===== src/hdl/segint_pkg.sv =====
// segint_pkg: shared constants for the segment intersection block
// no dependencies
`default_nettype none

package segint_pkg;

    localparam int COORD_WIDTH_DEF = 16;
    localparam int FRAC_BITS_DEF   = 8;
    localparam int OUT_W           = 24;
    localparam int OUT_DATA_W      = 2 * OUT_W;
    localparam int NUM_COORDS      = 8;

endpackage

`default_nettype wire


===== src/hdl/segint_div_cell.sv =====
// segint_div_cell: one quotient bit of the x and y divisions per cell
// depends on segint_pkg
`default_nettype none

module segint_div_cell #(
    parameter int NW    = 60,
    parameter int TW    = 34,
    parameter int QW    = 24,
    parameter int CW    = 16,
    parameter int SHIFT = 0
) (
    input  wire logic                 i_clk,
    input  wire logic                 i_rst_n,
    input  wire logic                 i_valid,
    output logic                      o_ready,
    input  wire logic [NW-1:0]        i_rem_x,
    input  wire logic [NW-1:0]        i_rem_y,
    input  wire logic [TW-1:0]        i_den,
    input  wire logic [QW-1:0]        i_q_x,
    input  wire logic [QW-1:0]        i_q_y,
    input  wire logic [3:0]           i_flags,
    input  wire logic [2*CW-1:0]      i_start,
    output logic                      o_valid,
    input  wire logic                 i_ready,
    output logic [NW-1:0]             o_rem_x,
    output logic [NW-1:0]             o_rem_y,
    output logic [TW-1:0]             o_den,
    output logic [QW-1:0]             o_q_x,
    output logic [QW-1:0]             o_q_y,
    output logic [3:0]                o_flags,
    output logic [2*CW-1:0]           o_start
);
    import segint_pkg::*;

    logic          r_valid;
    logic [NW-1:0] w_dsh;
    logic          w_ge_x, w_ge_y;

    assign o_ready = !r_valid || i_ready;
    assign w_dsh   = NW'(i_den) << SHIFT;
    assign w_ge_x  = i_rem_x >= w_dsh;
    assign w_ge_y  = i_rem_y >= w_dsh;

    always_ff @(posedge i_clk) begin
        if (!i_rst_n) begin
            r_valid <= 1'b0;
        end else if (o_ready) begin
            r_valid <= i_valid;
        end
    end

    always_ff @(posedge i_clk) begin
        if (o_ready) begin
            o_rem_x <= w_ge_x ? i_rem_x - w_dsh : i_rem_x;
            o_rem_y <= w_ge_y ? i_rem_y - w_dsh : i_rem_y;
            o_q_x   <= {i_q_x[QW-2:0], w_ge_x};
            o_q_y   <= {i_q_y[QW-2:0], w_ge_y};
            o_den   <= i_den;
            o_flags <= i_flags;
            o_start <= i_start;
        end
    end

    assign o_valid = r_valid;

endmodule

`default_nettype wire


===== config.mk =====
export PLATFORM = sky130hd
export DESIGN_NAME = segint_div_cell
export DESIGN_NICKNAME = d
export VERILOG_FILES = /design/src/hdl/segint_pkg.sv /design/src/hdl/segint_div_cell.sv
export SDC_FILE = /design/constraint.sdc
export NUM_CORES = 1
export LEC_CHECK = 0
export BUFFER_PORTS_ARGS = -buffer_cell sky130_fd_sc_hd__buf_4
export CELL_PAD_IN_SITES_DETAIL_PLACEMENT = 1
export CELL_PAD_IN_SITES_GLOBAL_PLACEMENT = 2
export CORE_ASPECT_RATIO = 0.7
export CORE_MARGIN = 2
export CORE_UTILIZATION = 33
export DETAILED_ROUTE_END_ITERATION = 6
export MAX_ROUTING_LAYER = met4
export PLACE_DENSITY_LB_ADDON = 0.1
export RECOVER_POWER = 50
export SKIP_LAST_GASP = 1
export SLEW_MARGIN = 10
export SYNTH_ARGS = -nofsm -noshare
export SYNTH_HDL_FRONTEND = slang
export SYNTH_SLANG_ARGS = --single-unit
export TNS_END_PERCENT = 10

===== constraint.sdc =====
create_clock -name i_clk -period 11.55 [get_ports i_clk]
set_input_delay 1.155 -clock i_clk [delete_from_list [all_inputs] [get_ports i_clk]]
set_output_delay 1.155 -clock i_clk [all_outputs]
set_load 0.01 [all_outputs]

After elaboration in Yosys (flattened, before gate mapping)
Cells that the tools add are included.
{"block": "totals", "reg_bits": 239, "inputBits": 242, "output_inout_bits": 240, "elab_cells": 16}
{"block": "classes", "addsub": 2, "n_lt_le_gt_ge": 2, "muxes": 2, "n_reduce_logical": 2}
{"cell": "60-bit by 34-bit greater-or-equal comparator with 1-bit output", "count": 2}
{"cell": "60-bit 2-to-1 mux", "count": 2}
{"cell": "60-bit by 34-bit subtractor with 60-bit output", "count": 2}
{"cell": "1-bit logical NOT", "count": 1}
{"cell": "1-bit logical OR", "count": 1}

Depth between registers and ports, before layout
{"block": "depth", "ltp_word": 2, "mapped_depth": 12, "ltp_nobuf": 12}

Least setup slack after synthesis
OpenSTA, ideal clock, no wires.
{"block": "synth_timing", "kind": "input -> output", "from": "in i_ready", "to": "out o_ready", "arrival_ns": 6.937, "t_required_ns": 10.395, "path_slack_ns": 3.458, "stages": 1, "path_buffers": 0, "cell_sequence": "nand2b_1"}
{"block": "synth_via", "elab_chain_len": 1}
{"element": "start, declared", "line": "segint_div_cell.sv:24", "source": "input wire logic i_ready,"}
{"element": "1-bit logical OR", "line": "segint_div_cell.sv:39", "source": "assign o_ready = !r_valid || i_ready;"}
{"element": "end, declared", "line": "segint_div_cell.sv:15", "source": "output logic o_ready,"}
No other way between the ends.

Worst setup path in the final report
{"block": "layout_timing", "from": "in i_den[0]", "to": "reg o_rem_y[50] (data pin)"}
{"block": "layout_via", "elab_chain_len": 2}
{"element": "start, declared", "line": "segint_div_cell.sv:18", "source": "input wire logic [TW-1:0] i_den,"}
{"element": "60-bit by 34-bit subtractor with 60-bit output or 60-bit by 34-bit greater-or-equal comparator with 1-bit output (tied branches)", "line": "segint_div_cell.sv:55, segint_div_cell.sv:42"}
{"element": "60-bit 2-to-1 mux *", "line": "segint_div_cell.sv:55", "source": "o_rem_y <= w_ge_y ? i_rem_y - w_dsh : i_rem_y;"}
{"element": "end signal, assigned", "line": "segint_div_cell.sv:55"}
{"element": "end, declared", "line": "segint_div_cell.sv:26", "source": "output logic [NW-1:0] o_rem_y,"}
Mark *: on every way between the ends. The rest lies on a longest branch, timed or not.
A chain may end at the register's enable or synchronous reset.

==> impl_results.md <==
* Nets at 1,968
* Die ar. at 41,300 um2
* H-tree depth at 1
* RSZ-0062 raised after global routing: no
* Total track usage at 0.224
* First-pass GRT wire length at 69.0 mm
* Worst skew pair latency at 0.58 ns
* Worst Path Arrival at 4.94 ns
* Final setup fails at 0
* Finished Layout Cells at 2,215
* R2R cell count at 3
* CTS tree: built
* Share of cells above drive strength 1 at 0.196
* Antenna violations before repair at 4
* Area growth from synthesis to layout at 31.8%
* Worst Path Required at 11.85 ns
* Setup TNS Final at 0 ns
* Asr flop ratio synth at 0
* DP Cell Count at approximately 2,200
* Clock transition at path regs at 0.06 ns
* Number of synthesized flops with an enable pin at between 200 and 250
* Drc violations at 0
* Worst Hold Class: in2reg
* CTS Buf Count at 28
* Buffer levels on the longest clock path at 3
* Hold buffers post-CTS at 0
* HPWL Detailed at 37.9 mm
* TritonRoute pass-1 iters at 5
* Vias in the first global route at 11,042
* Largest area contributor in the netlist: edfxtp_1
* Fmax achieved at 215 MHz
* Critical hold path startpoint: i_q_y[3]
* Post-Synthesis Cells at 1,185
* Crit-path max cell delay at 0.80 ns
* # clock sinks at between 200 and 250
* Synth top area share at 0.546
* Max-slew violation count at 44
* Worst reg2reg setup slack at between 7 and 8 ns
* Worst VDD drop at 0.0985 mV
* Period utilization at 0.402
* Cts repair resizes at 0
* Starting Density at 0.333
* Sequential share of the synthesized area at 0.547
* Synth warnings at 0
* Mapped cell area at 13,100 um2
* Min cycle time layout at ~4.6 ns
* LEAKAGE at roughly 6.7 nW
* Failing checks: capacitance limit, slew limit
* Final Hold Fails at 0
* Synth Flop Type: edfxtp_1
* Syn Area/Cell at 11.1 um2
* Worst Hold Endpoint: o_q_y[4]
* Crit end category: flip-flop
* WP buf/inv at 1
* Ports at 482
* Yosys reg bits at approximately 240
* Top cells by area, synth: edfxtp_1 55%, ha_1 6.5%, a21oi_1 4.2%, xnor2_1 3.8%, xor2_1 3.4%
* CP max-delay cell: o31ai_1
* Startpoint Class: input port
* Library cells used by synthesis at 63
* Status: complete, but fails checks
* Die Wd at around 240 um
* GP Congestion at about 0.86
* Initial DRC Count at 574
* Crit-path max FO at 6
* FP Rows at 61
* Core Area at 39,400 um2
* CP Class: in2reg
* IO Port Bufs at 479
* Antenna viol nets, final at 0
* Worst-Margin Slew at 2.04 ns
* Routed len/inst at about 21 um
* Worst Clk Skew at 0.0148 ns
* Drt total wl at 46.9 mm
* Max-Cap Viols at 1
* Rel. slew slack at -0.357
* Largest net degree at the start of global routing at 74
* Gr ovfl total at 0
* Via count at 11,023
* CP delay by family, top: compound AO/OA/AOI/OAI gates
* Syn nets at between 1,000 and 1,500
* Clk Tree Root Cell: clkbuf_16
* Critical R2R Launch: o_valid
* Die extent in y at approximately 170 um
* Worst path cell trace: clkbuf_1 > ha_1 > fa_1 > nor2b_1 > o31a_1 > o41a_1 > o2111ai_1 > a21oi_1 > o31ai_1 > o211ai_1 > nor4_1 > xor2_1
* Vias per Instance at 4.98
* Setup Buffers After CTS at 0
* Worst hold path stage count at 1
* Pwr Density at 143 nW/um2
* Critical R2R Capture: o_flags[3]
[final cells by class]
cell class	instances	area [um2]
fillers	4488	22100
flip-flops and latches	239	7170
multi-input cells	841	5530
repair buffers	484	2800
clock buffers	34	723
well taps	535	669
inverters	62	233
clock inverters	16	118
diodes	4	10.0
[power breakdown]
group / switching, W / internal, W / total (W)
Combinational: 0.000328 / 0.000214 / 0.000541
Clock: 0.000378 / 0.000449 / 0.000826
Sequential: 0.0000259 / 0.00107 / 0.00110
[routing by layer]
metal  vias up  share of wire  track usage  wire length (um)
li1       5349              -            -                 -
met1      5325           0.48        0.316             22600
met2       300           0.45        0.339             21200
met3        49          0.049       0.0419              2320
met4         0          0.016       0.0397               773
met5         -              0            -                 0
[sequential cells by signal, summed over array words and instances, names as in the netlist]
name / cells
o_q_y: 24
o_den: 34
o_flags: 4
o_valid: 1
o_rem_x: 60
o_start: 32
o_q_x: 24
o_rem_y: 60
[through the flow]
step / instance area [um2] / worst slack (ns) / utilization / power, W / hold WS [ns]
6_report: 17300 / 6.91 / 0.438 / 0.00247 / 0.776
5_1_grt: 17300 / 6.79 / 0.438 / 0.00258 / 0.743
4_1_cts: 18100 / 7.05 / 0.459 / 0.00257 / 0.708
3_5_place_dp: 17200 / 6.46 / 0.438 / 0.00173 / 1.03
3_3_place_gp: 17200 / 6.46 / 0.438 / 0.00172 / 1.01
2_1_floorplan: 13100 / 3.46 / - / 0.00141 / 1.25
[worst register-to-register path, cell delays in order, from the launching register on]
cell,delay (ns)
dfxtp_1,0.31
nand2b_1,1.39
buf_4,0.84
buf_4,0.93
[cell families (layout without fill, tap and decap cells)]
logic type,after synthesis,after routing,synth area share
flops,239,239,0.547
simple gates,366,366,0.139
compound gates,287,287,0.132
other cells,0,4,0
fa+ha+maj,70,70,0.0680
mux,10,10,0.00994
buf+inv,105,596,0.0311
xor+xnor,108,108,0.0722
[placed cells by master, fill, tap and decap left out, drive strengths merged, types with 4 or more instances in the layout]
master and n:
nor2 91, o211ai 5, xor2 51, xnor2 57, clkbuf 353, o21ai 77, nor3 31, and3 4
clkinv 13, a31oi 9, inv 62, o21bai 14, or4 14, o31ai 10, nand4 28, a21oi 111
diode 4, or3 18, or2 4, a211oi 8, a2111oi 4, o21a 12, buf 165, nand3b 6
o31a 4, mux2 9, a21boi 4, nand3 18, nor4 19, edfxtp 238, nand2b 11, nor2b 10
ha 68, nand2 106, a21o 14
[Yosys cell counts, types with 5 or more instances]
master and count:
nand2_1 105, inv_1 62, nor3_1 31, clkbuf_1 37, a21o_1 14, o21ai_0 75, nor2_1 90, ha_1 68
xor2_1 51, o31ai_1 10, or4_1 10, a21oi_1 111, a31oi_1 8, edfxtp_1 238, mux2_4 5, nand3_1 18
xnor2_1 57, or3_1 18, nor2b_1 10, o21bai_1 14, nand4_1 28, buf_2 5, a211oi_1 8, o21a_1 12
nand2b_1 11, nand3b_1 6, nor4_1 18, o211ai_1 5
[worst max path at each step]
stage / start / endpoint / slack, ns / cells past startpoint
after global routing: i_den[1] / o_rem_x[57] / 6.79 / 13
after floorplan: i_ready / o_ready / 3.46 / 1
final: i_den[0] / o_rem_y[50] / 6.91 / 12
after detailed placement: i_den[2] / o_rem_y[50] / 6.46 / 12
after CTS: i_den[2] / o_rem_y[50] / 7.05 / 12
after global placement: i_den[2] / o_rem_y[54] / 6.46 / 12
No activity file was read; power rests on OpenSTA's default activity.
