[config.mk]
export PLATFORM = sky130hd
export DESIGN_NAME = segint_back
export DESIGN_NICKNAME = d
export VERILOG_FILES = /design/src/hdl/segint_pkg.sv /design/src/hdl/segint_back.sv
export SDC_FILE = /design/constraint.sdc
export NUM_CORES = 1
export LEC_CHECK = 0
export BUFFER_PORTS_ARGS = -buffer_cell sky130_fd_sc_hd__buf_2
export CORE_MARGIN = 1
export CORE_UTILIZATION = 47
export CTS_CLUSTER_DIAMETER = 60
export DETAILED_ROUTE_END_ITERATION = 7
export PLACE_DENSITY = 0.76
export SYNTH_ARGS = -nofsm -noshare
export SYNTH_HDL_FRONTEND = slang
export SYNTH_SLANG_ARGS = --single-unit
[constraint.sdc]
create_clock -name i_clk -period 3.3 [get_ports i_clk]
set_input_delay 0.165 -clock i_clk [delete_from_list [all_inputs] [get_ports i_clk]]
set_output_delay 0.165 -clock i_clk [all_outputs]
set_load 0.02 [all_outputs]
[src/hdl/segint_pkg.sv]
// segint_pkg: shared constants for the segment intersection block
// no dependencies
`default_nettype none

package segint_pkg;

    localparam int COORD_WIDTH_DEF = 16;
    localparam int FRAC_BITS_DEF   = 8;
    localparam int OUT_W           = 24;
    localparam int OUT_DATA_W      = 2 * OUT_W;
    localparam int NUM_COORDS      = 8;

endpackage

`default_nettype wire

[src/hdl/segint_back.sv]
// segint_back: adds the signed offsets to the start point, output register
// depends on segint_pkg
`default_nettype none

module segint_back #(
    parameter int COORD_WIDTH = 16,
    parameter int FRAC_BITS   = 8,
    localparam int QW = COORD_WIDTH + FRAC_BITS,
    localparam int SW = QW + 2,
    localparam int EW = (SW > segint_pkg::OUT_W) ? SW : segint_pkg::OUT_W
) (
    input  wire logic                          i_clk,
    input  wire logic                          i_rst_n,
    input  wire logic                          i_valid,
    output logic                               o_ready,
    input  wire logic [QW-1:0]                 i_q_x,
    input  wire logic [QW-1:0]                 i_q_y,
    input  wire logic                          i_neg_x,
    input  wire logic                          i_neg_y,
    input  wire logic                          i_hit,
    input  wire logic signed [COORD_WIDTH-1:0] i_start_x,
    input  wire logic signed [COORD_WIDTH-1:0] i_start_y,
    output logic                               o_valid,
    input  wire logic                          i_ready,
    output logic                               o_hit,
    output logic [segint_pkg::OUT_W-1:0]       o_hit_x,
    output logic [segint_pkg::OUT_W-1:0]       o_hit_y
);
    import segint_pkg::*;

    logic                 r_valid;
    logic signed [EW-1:0] w_qx, w_qy, w_sum_x, w_sum_y;

    assign o_ready = !r_valid || i_ready;

    always_comb begin
        w_qx    = EW'($signed({1'b0, i_q_x}));
        w_qy    = EW'($signed({1'b0, i_q_y}));
        w_sum_x = (EW'(i_start_x) <<< FRAC_BITS) + (i_neg_x ? -w_qx : w_qx);
        w_sum_y = (EW'(i_start_y) <<< FRAC_BITS) + (i_neg_y ? -w_qy : w_qy);
    end

    always_ff @(posedge i_clk) begin
        if (!i_rst_n) begin
            r_valid <= 1'b0;
        end else if (o_ready) begin
            r_valid <= i_valid;
        end
    end

    always_ff @(posedge i_clk) begin
        if (o_ready) begin
            o_hit   <= i_hit;
            o_hit_x <= i_hit ? w_sum_x[OUT_W-1:0] : '0;
            o_hit_y <= i_hit ? w_sum_y[OUT_W-1:0] : '0;
        end
    end

    assign o_valid = r_valid;

endmodule

`default_nettype wire

# Word-level counts from Yosys, hierarchy flattened
# Index checks and enable logic that the tools add are counted.
[totals]
regBits = 50
[op_classes]
addsub = 4
mux = 2
n_reduce_logical = 2
[ops]
columns = ["cell", "count"]
rows = [
  ["24-bit adder", 2],
  ["24-bit two-way mux", 2],
  ["24-bit negator", 2],
  ["1-bit logical NOT", 1],
  ["1-bit logical OR", 1],
]

# Logic depth before layout (Yosys ltp)
# Gate-level depths: netlist of run 1.
[depth]
word_depth = 3
ltp_mapped = 15
ltp_nobuf = 15

# Worst setup path before layout of run 1
# Ideal clock, no wire load.
[synth_path]
path_type = "input to register"
startpoint = "input port i_q_y[13]"
endpoint = "register o_hit_y[22] in the netlist's numbering, data pin"
setup_time_ps = 270
arrival_ps = 2903
required_ps = 3030
setup_slack_ps = 127
path_stages = 11
path_cell_list = "or4_4 > or4_4 > or2_2 > o21ai_0 > xnor2_1 > ha_1 > a21o_1 > a21o_1 > a21oi_1 > o211a_1 > o211ai_1"
[synth_via]
elab_chain_len = 3
[synth_lines]
columns = ["element", "line_no", "text"]
rows = [
  ["start, declared", "segint_back.sv:17", "input wire logic [QW-1:0] i_q_y,"],
  ["24-bit negator", "segint_back.sv:40", "w_sum_y = (EW'(i_start_y) <<< FRAC_BITS) + (i_neg_y ? -w_qy : w_qy);"],
  ["24-bit two-way mux *", "segint_back.sv:40", ""],
  ["24-bit adder *", "segint_back.sv:40", ""],
  ["end signal, assigned", "segint_back.sv:55", "o_hit_y <= i_hit ? w_sum_y[OUT_W-1:0] : '0;"],
  ["end, declared", "segint_back.sv:27", "output logic [segint_pkg::OUT_W-1:0] o_hit_y"],
]
# Every way passes the cells marked *; elsewhere a longest branch is shown, timed or not.
# A chain may end at the register's enable or synchronous reset.

# Final worst setup path of run 1
[layout_path]
startpoint = "input port i_q_y[9]"
endpoint = "register o_hit_y[23] in the netlist's numbering, data pin"
# The elaborated chain is that of the path after synthesis.

==> out/results.ini, run 1 <==
[finish]
layout-drive-gt1-share_pct = 33.5
antenna_cells = 0
finalNonFillerCells = 702
multi_input_area_um2 = 2580
ff_latch_area_um2 = 1490
num-nets-final = 724
area_growth_pct = 30.1
nFillCells = 736
fin_util_pct = 64.3

[placed_design]
portBuffers = 137
dpl.hpwl_um = 8730
gp_congestion = 0.919
dpl.cell_count = 694

[floorplanning]
num_rows = 33
die_h_um = 95.6
dieArea_um2 = 9150
start_util_pct = 49.4
die_x_um = 95.6
io-pin-count = 138
core_area_um2 = 8340

[yosys]
synth_area_per_cell_um2 = 9.86
synthMuxAreaShare_pct = 0.486
synthXorXnorAreaFrac_pct = 14.7
syn_inst = 418
synth_fa_ha_area_share_pct = 12.8
synth_edf_count = 49
synthArstFlopShare_pct = 0
synthesis.area_um2 = 4120
yosys_warnings = 0
synth_compound_area_share_pct = 17.7
seq_area_frac_synth_pct = 36.2
synth_top_family_by_area = compound AO/OA/AOI/OAI gates
ys_ff_latch = 50
ys.flop_type = edfxtp_1
synth-simple-area-share_pct = 16.6
syn-num-nets = 546
synth.distinct_cells = 47

[worst_setup_path]
end_kind = flop
arrival_ns = 3.19
max_stage_delay_ns = 0.56
crit_required_ns = 3.34
critPathSlowestCell = or4_1
worstPathCellList = buf_2 -> or4_1 -> or3_1 -> o41ai_1 -> xnor2_1 -> ha_1 -> a21o_1 -> and3_1 -> a31oi_1 -> buf_4 -> or3_1 -> a21oi_1 -> nor3b_2
critical_path.max_fanout = 5
worstSetupPathType = input port to flop
cpMostUsedCell = or3_1
start_kind = input port

[drt]
drc_errors = 0
via_count = 3924
routedWlPerCell_um = 15.5
drtPass1Iterations = 4
finalWirelength_um = 10900
drt-initial-drc-count = 172
ant_nets = 0
vias_per_cell = 5.59

[global_route]
grt_max_degree = 27
grt_pass1_wl_um = 17500
grt_usage_pct = 24.6
grt_pass1_vias = 3724
grt-ovfl-total = 0
grt_antenna_before_repair = 0

[cts]
cts_setup_buffers = 0
clk_pin_slew_ns = 0.10
cts_sinks = 50
clock_latency_ns = 0.31
root_buffer = clkbuf_8
cts_tree = built
cts_buffers = 5
clk_path_buf_depth = 2
ctsHoldBuffers = 0
cts_resized = 0
htree_levels = 2

[outcome]
status = completed

[sta]
fin_crit_sh_pct = 95.7
finalHoldViolations = 0
slew-limit-headroom_pct = 37.6
slew_violations = 0
setup_viol = 0
period_needed_ns = 3.16
fmax_ghz = 0.317
rsz0062_at_grt = false
fin_skew_ns = 0.00570
worstMarginPinSlew_ns = 0.935

[power_and_ir_drop]
peakVddDrop_mv = 0.203
p_per_area_nw_per_um2 = 421
p_leak_uw = 0.00248

[flow_run]
maxCapViolCount = 0

[hold_path]
hp-class = input port to flop

## state kept, by name (all words and copies together), names as in the netlist
register / flops
o_hit_x: 24
o_valid: 1
o_hit_y: 24
o_hit: 1
## per-layer routing
layer / GRT usage (%) / share of wire (%)
met2: 41.3 / 47
met3: 2.95 / 6.5
met1: 33.6 / 45
met4: 5.97 / 1.5
met5: 0 / 0
## stage by stage
stage / instance area [µm²] / hold WS (ns) / total power, µW / TNS (ns) / setup slack [ns]
after detailed placement: 5230 / 0.425 / 1800 / -0.373 / -0.100
after CTS: 5350 / 0.0900 / 2260 / 0 / 0.190
after global routing: 5360 / 0.0974 / 2390 / 0 / 0.0148
final: 5360 / 0.0928 / 2260 / 0 / 0.143
after global placement: 5230 / 0.415 / 1780 / -0.150 / -0.0741
after floorplan: 4120 / 0.264 / 1460 / 0 / 0.127
## synthesized netlist by cell type (3+ instances only)
cell	n	area share, %
edfxtp_1	49	36
nor2_1	48	4.4
xnor2_1	43	9.1
ha_1	39	12
xor2_1	26	5.5
nand2_1	24	2.2
o21ai_0	22	2.7
a21oi_1	20	2.4
a21o_1	12	2.2
o31ai_1	11	2.0
nor3_1	8	0.97
a211oi_1	7	1.3
inv_1	7	0.64
nand2b_1	7	1.1
nand4_1	7	1.1
o41ai_1	7	1.5
and2_1	6	0.91
clkbuf_1	6	0.55
or3_1	6	0.91
a31oi_1	5	0.76
o21a_1	5	0.91
and3_1	4	0.61
buf_1	4	0.36
nand3_1	4	0.49
nor2b_1	4	0.61
nor4_1	4	0.61
o21bai_1	3	0.55
or4_1	3	0.55
## placed cells by master (no fill, tap or decap), types with 4 or more instances in the layout
| cell | count |
|---|---|
| o31ai_1 | 10 |
| o21a_1 | 5 |
| edfxtp_1 | 49 |
| a21o_1 | 12 |
| ha_1 | 39 |
| and2_1 | 6 |
| xnor2_1 | 43 |
| nor4_1 | 4 |
| a31oi_1 | 5 |
| and3_1 | 4 |
| nand2b_1 | 6 |
| nor2_1 | 48 |
| nand2_1 | 24 |
| buf_4 | 44 |
| nand3_1 | 4 |
| clkbuf_8 | 5 |
| nor3_1 | 8 |
| xor2_1 | 26 |
| o41ai_1 | 6 |
| buf_2 | 137 |
| a211oi_1 | 7 |
| o21ai_0 | 22 |
| a21oi_1 | 20 |
| nor2b_1 | 4 |
| or3_1 | 6 |
| nand4_1 | 7 |
| inv_1 | 7 |
## report_power, final
| group | internal, µW | switching (µW) | leakage, µW |
|---|---|---|---|
| logic | 399 | 555 | 0.00186 |
| clock network | 228 | 231 | 0.0000585 |
| registers | 818 | 25.8 | 0.000552 |
| total | 1440 | 812 | 0.00248 |
## cells by family after synthesis
| family | after synthesis |
|---|---|
| multiplexers | 2 |
| adder cells (fa/ha/maj) | 41 |
| AND/OR/NAND/NOR | 133 |
| AO/OA/AOI/OAI | 106 |
| flip-flops | 50 |
| buffers and inverters | 17 |
| XOR/XNOR | 69 |
## cell type report
type,count,share of cell area [%]
sequential,50,27.8
clock inverter,3,0.817
timing repair buffer,181,19.0
inverter,7,0.490
multi-input combinational,351,48.2
tap,105,2.45
clock buffer,5,1.28
## path summary, 6_finish.rpt
kind	startpoint	endpoint	slack [ns]	cells past startpoint
setup / recovery	i_q_y[9]	o_hit_y[23]	0.14	13
hold / removal	i_valid	o_valid	0.09	3
setup reg to reg	o_valid	o_hit_x[19]	1.68	2
hold reg to reg	o_valid	o_valid	1.03	2
## worst max-delay path: cells and delay by family
| kind | cells | cell delay, ns |
|---|---|---|
| adders and majority gates | 1 | 0.35 |
| buffers and inverters | 2 | 0.27 |
| and+or+nand+nor | 5 | 1.56 |
| AOI/OAI and AO/OA | 4 | 0.71 |
| xor gates and xnor gates | 1 | 0.12 |
Power figures use the tool's default switching activity.
==> run 2, diff against run 1 <==
- CORE_ASPECT_RATIO: default -> 1.1
- clock period: 3.3 -> 2.6 ns (I/O delays scaled with it)
==> out/results.ini, run 2 (synthesis gave the netlist of run 1 again) <==
[flow_run]
maxCapViolCount = 0  ; unchanged

[finish]
final_common_cell = buf_4  ; was buf_2
final_cell_mix = 130 x buf_4, 127 x buf_2, 49 x edfxtp_1  ; was 137 x buf_2, 49 x edfxtp_1, 48 x nor2_1
antenna_cells = 0  ; unchanged
multi_input_area_um2 = 3250  ; was 2580 µm²
finalInstanceArea_um2 = 6800  ; was 5360 µm²
ff_latch_area_um2 = 1490  ; unchanged
layout-drive-gt1-share_pct = 54.5  ; was 33.5%
nFillCells = 503  ; was 736
num-nets-final = 817  ; was 724
area_growth_pct = 65.1  ; was 30.1%
top_regs = o_hit_x (24), o_hit_y (24)  ; unchanged

[floorplanning]
die_x_um = 91.3  ; was 95.6 µm
num_rows = 35  ; was 33
io-pin-count = 138  ; unchanged
dieArea_um2 = 9150  ; about the same
core_area_um2 = 8450  ; was 8340 µm²
start_util_pct = 48.7  ; was 49.4%
die_h_um = 100  ; was 95.6 µm

[drt]
drc_errors = 0  ; unchanged
drt-initial-drc-count = 276  ; was 172
ant_nets = 0  ; unchanged
via_count = 4441  ; was 3,924
drtPass1Iterations = 4  ; unchanged
vias_per_cell = 5.54  ; was 5.59
routedWlPerCell_um = 17.8  ; was 15.5 µm
finalWirelength_um = 14300  ; was 10,900 µm

[sta]
rsz0062_at_grt = true  ; was false
fin_skew_ns = 0.0206  ; was 0.00570 ns
slew-limit-headroom_pct = 44.2  ; was 37.6%
fmax_ghz = 0.350
fin_crit_sh_pct = 110
slew_violations = 0  ; unchanged
period_needed_ns = 2.86
setup_slack_ns = -0.259  ; was 0.143 ns
tns_ns = -2.43  ; was 0 ns
setup_viol = 17  ; was 0
finalHoldViolations = 0  ; unchanged
worstMarginPinSlew_ns = 0.837  ; was 0.935 ns

[worst_setup_path]
arrival_ns = 2.95  ; was 3.19 ns
start_kind = input port  ; unchanged
max_stage_delay_ns = 0.54  ; was 0.56 ns
worstPathCellList = buf_6 -> or4_4 -> or3_4 -> o41ai_4 -> xnor2_1 -> ha_1 -> a21o_1 -> and3_4 -> a31oi_4 -> or3_1 -> a21oi_2 -> nor3b_2  ; was buf_2 -> or4_1 -> or3_1 -> o41ai_1 -> xnor2_1 -> ha_1 -> a21o_1 -> and3_1 -> a31oi_1 -> buf_4 -> or3_1 -> a21oi_1 -> nor3b_2
reg2reg_depth = 2  ; unchanged
critPathSlowestCell = or4_4  ; was or4_1
crit_required_ns = 2.69  ; was 3.34 ns
rrSetupSlack_ns = 1.21  ; was 1.68 ns
critical_path.max_fanout = 4  ; was 5
crit_family = simple AND/OR/NAND/NOR gates  ; unchanged
worstSetupPathType = input port to flop  ; unchanged
critPathBufInv = 1  ; was 2
regToRegEndpoint = o_hit_x[8]  ; was o_hit_x[19]
end_kind = flop  ; unchanged
r2r-start = o_valid  ; unchanged

[outcome]
violations = setup timing
status = finished with violations  ; was completed

[power_and_ir_drop]
peakVddDrop_mv = 0.324  ; was 0.203 mV
p_per_area_nw_per_um2 = 478  ; was 421 nW/µm²
power_uw = 3250  ; was 2260 µW
p_leak_uw = 0.00313  ; was 0.00248 µW

[hold_path]
min_to = o_valid  ; unchanged
hp-class = input port to flop  ; unchanged
hold_start = i_rst_n  ; was i_valid
min_path_cells = 2  ; was 3

[placed_design]
dpl.hpwl_um = 9280  ; was 8730 µm
place_area_um2 = 5900  ; was 5230 µm²
gp_congestion = 0.971  ; was 0.919
portBuffers = 137  ; unchanged
place_ws_ns = -0.573  ; was -0.100 ns

[global_route]
grt_max_degree = 25  ; was 27
grt_usage_pct = 28.3  ; was 24.6%
grt_antenna_before_repair = 0  ; unchanged
grt-ovfl-total = 0  ; unchanged
grt_pass1_wl_um = 20600  ; was 17,500 µm
grt_pass1_vias = 4447  ; was 3,724

[cts]
clk_path_buf_depth = 2  ; unchanged
cts_tree = built  ; unchanged
cts_sinks = 50  ; unchanged
clock_latency_ns = 0.32  ; was 0.31 ns
root_buffer = clkbuf_8  ; unchanged
htree_levels = 2  ; unchanged
ctsHoldBuffers = 0  ; unchanged
clk_pin_slew_ns = 0.11  ; was 0.10 ns
cts_buffers = 5  ; unchanged

==> run 2: changes by cell type in the layout (fill, tap and decap cells not counted), sizes merged <==
cell and delta:
clkinvlp +1, bufinv -1, clkbuf +1, buf +93, inv -1
==> run 2: worst max path at each step <==
stage	startpoint	cells past startpoint	slack [ns]	endpoint
2_1_floorplan	i_q_y[13]	11	-0.34	o_hit_y[22]
3_3_place_gp	i_q_y[13]	12	-0.48	o_hit_y[22]
3_5_place_dp	i_q_y[13]	12	-0.57	o_hit_y[22]
4_1_cts	i_q_y[13]	13	-0.17	o_hit_y[23]
5_1_grt	i_q_y[9]	12	-0.35	o_hit_y[23]
6_report	i_q_y[9]	12	-0.26	o_hit_y[23]
==> run 2: repair_timing <==
item                       in CTS  in global routing
buffers inserted               17                 13
setup endpoints to repair      17                 23
pin swaps                      50                 65
gates resized for setup        63                 56
cloned                          0                  0
==> run 2: power by group <==
part | switching [µW] | internal [µW] | leakage [µW] | total [µW]
clock | 281 | 215 | 0.0000472 | 496
combinational | 898 | 783 | 0.00253 | 1680
sequential | 36.3 | 1040 | 0.000552 | 1070
total | 1220 | 2040 | 0.00313 | 3250
==> run 2: stage by stage <==
| step | util (%) | hold WS, ns | cells |
|---|---|---|---|
| 2_1_floorplan | - | 0.229 | 418 |
| 3_3_place_gp | 69.8 | 0.381 | 766 |
| 3_5_place_dp | 69.8 | 0.398 | 766 |
| 4_1_cts | 76.1 | 0.0766 | 790 |
| 5_1_grt | 80.5 | 0.0972 | 801 |
| 6_report | 80.5 | 0.0773 | 801 |
==> run 2: layer usage <==
layer	track usage, %	vias up	wire [µm]
met5	0	-	0
met2	53.0	164	7770
met4	10.4	0	459
met1	32.4	2128	5380
met3	4.55	45	674
li1	-	2104	-
==> run 2: worst register-to-register path, cell delays in order, from the launching register on <==
cell and delay [ns]:
dfxtp_1 0.32, nand2b_2 0.41, buf_4 0.36
==> run 2: final cells by class <==
class / instances / share of cell area [%]
Clock buffer: 6 / 1.21
Clock inverter: 2 / 0.184
Inverter: 7 / 0.386
Multi-Input combinational cell: 351 / 47.7
Sequential cell: 50 / 21.9
Tap cell: 111 / 2.04
Timing Repair Buffer: 274 / 26.6
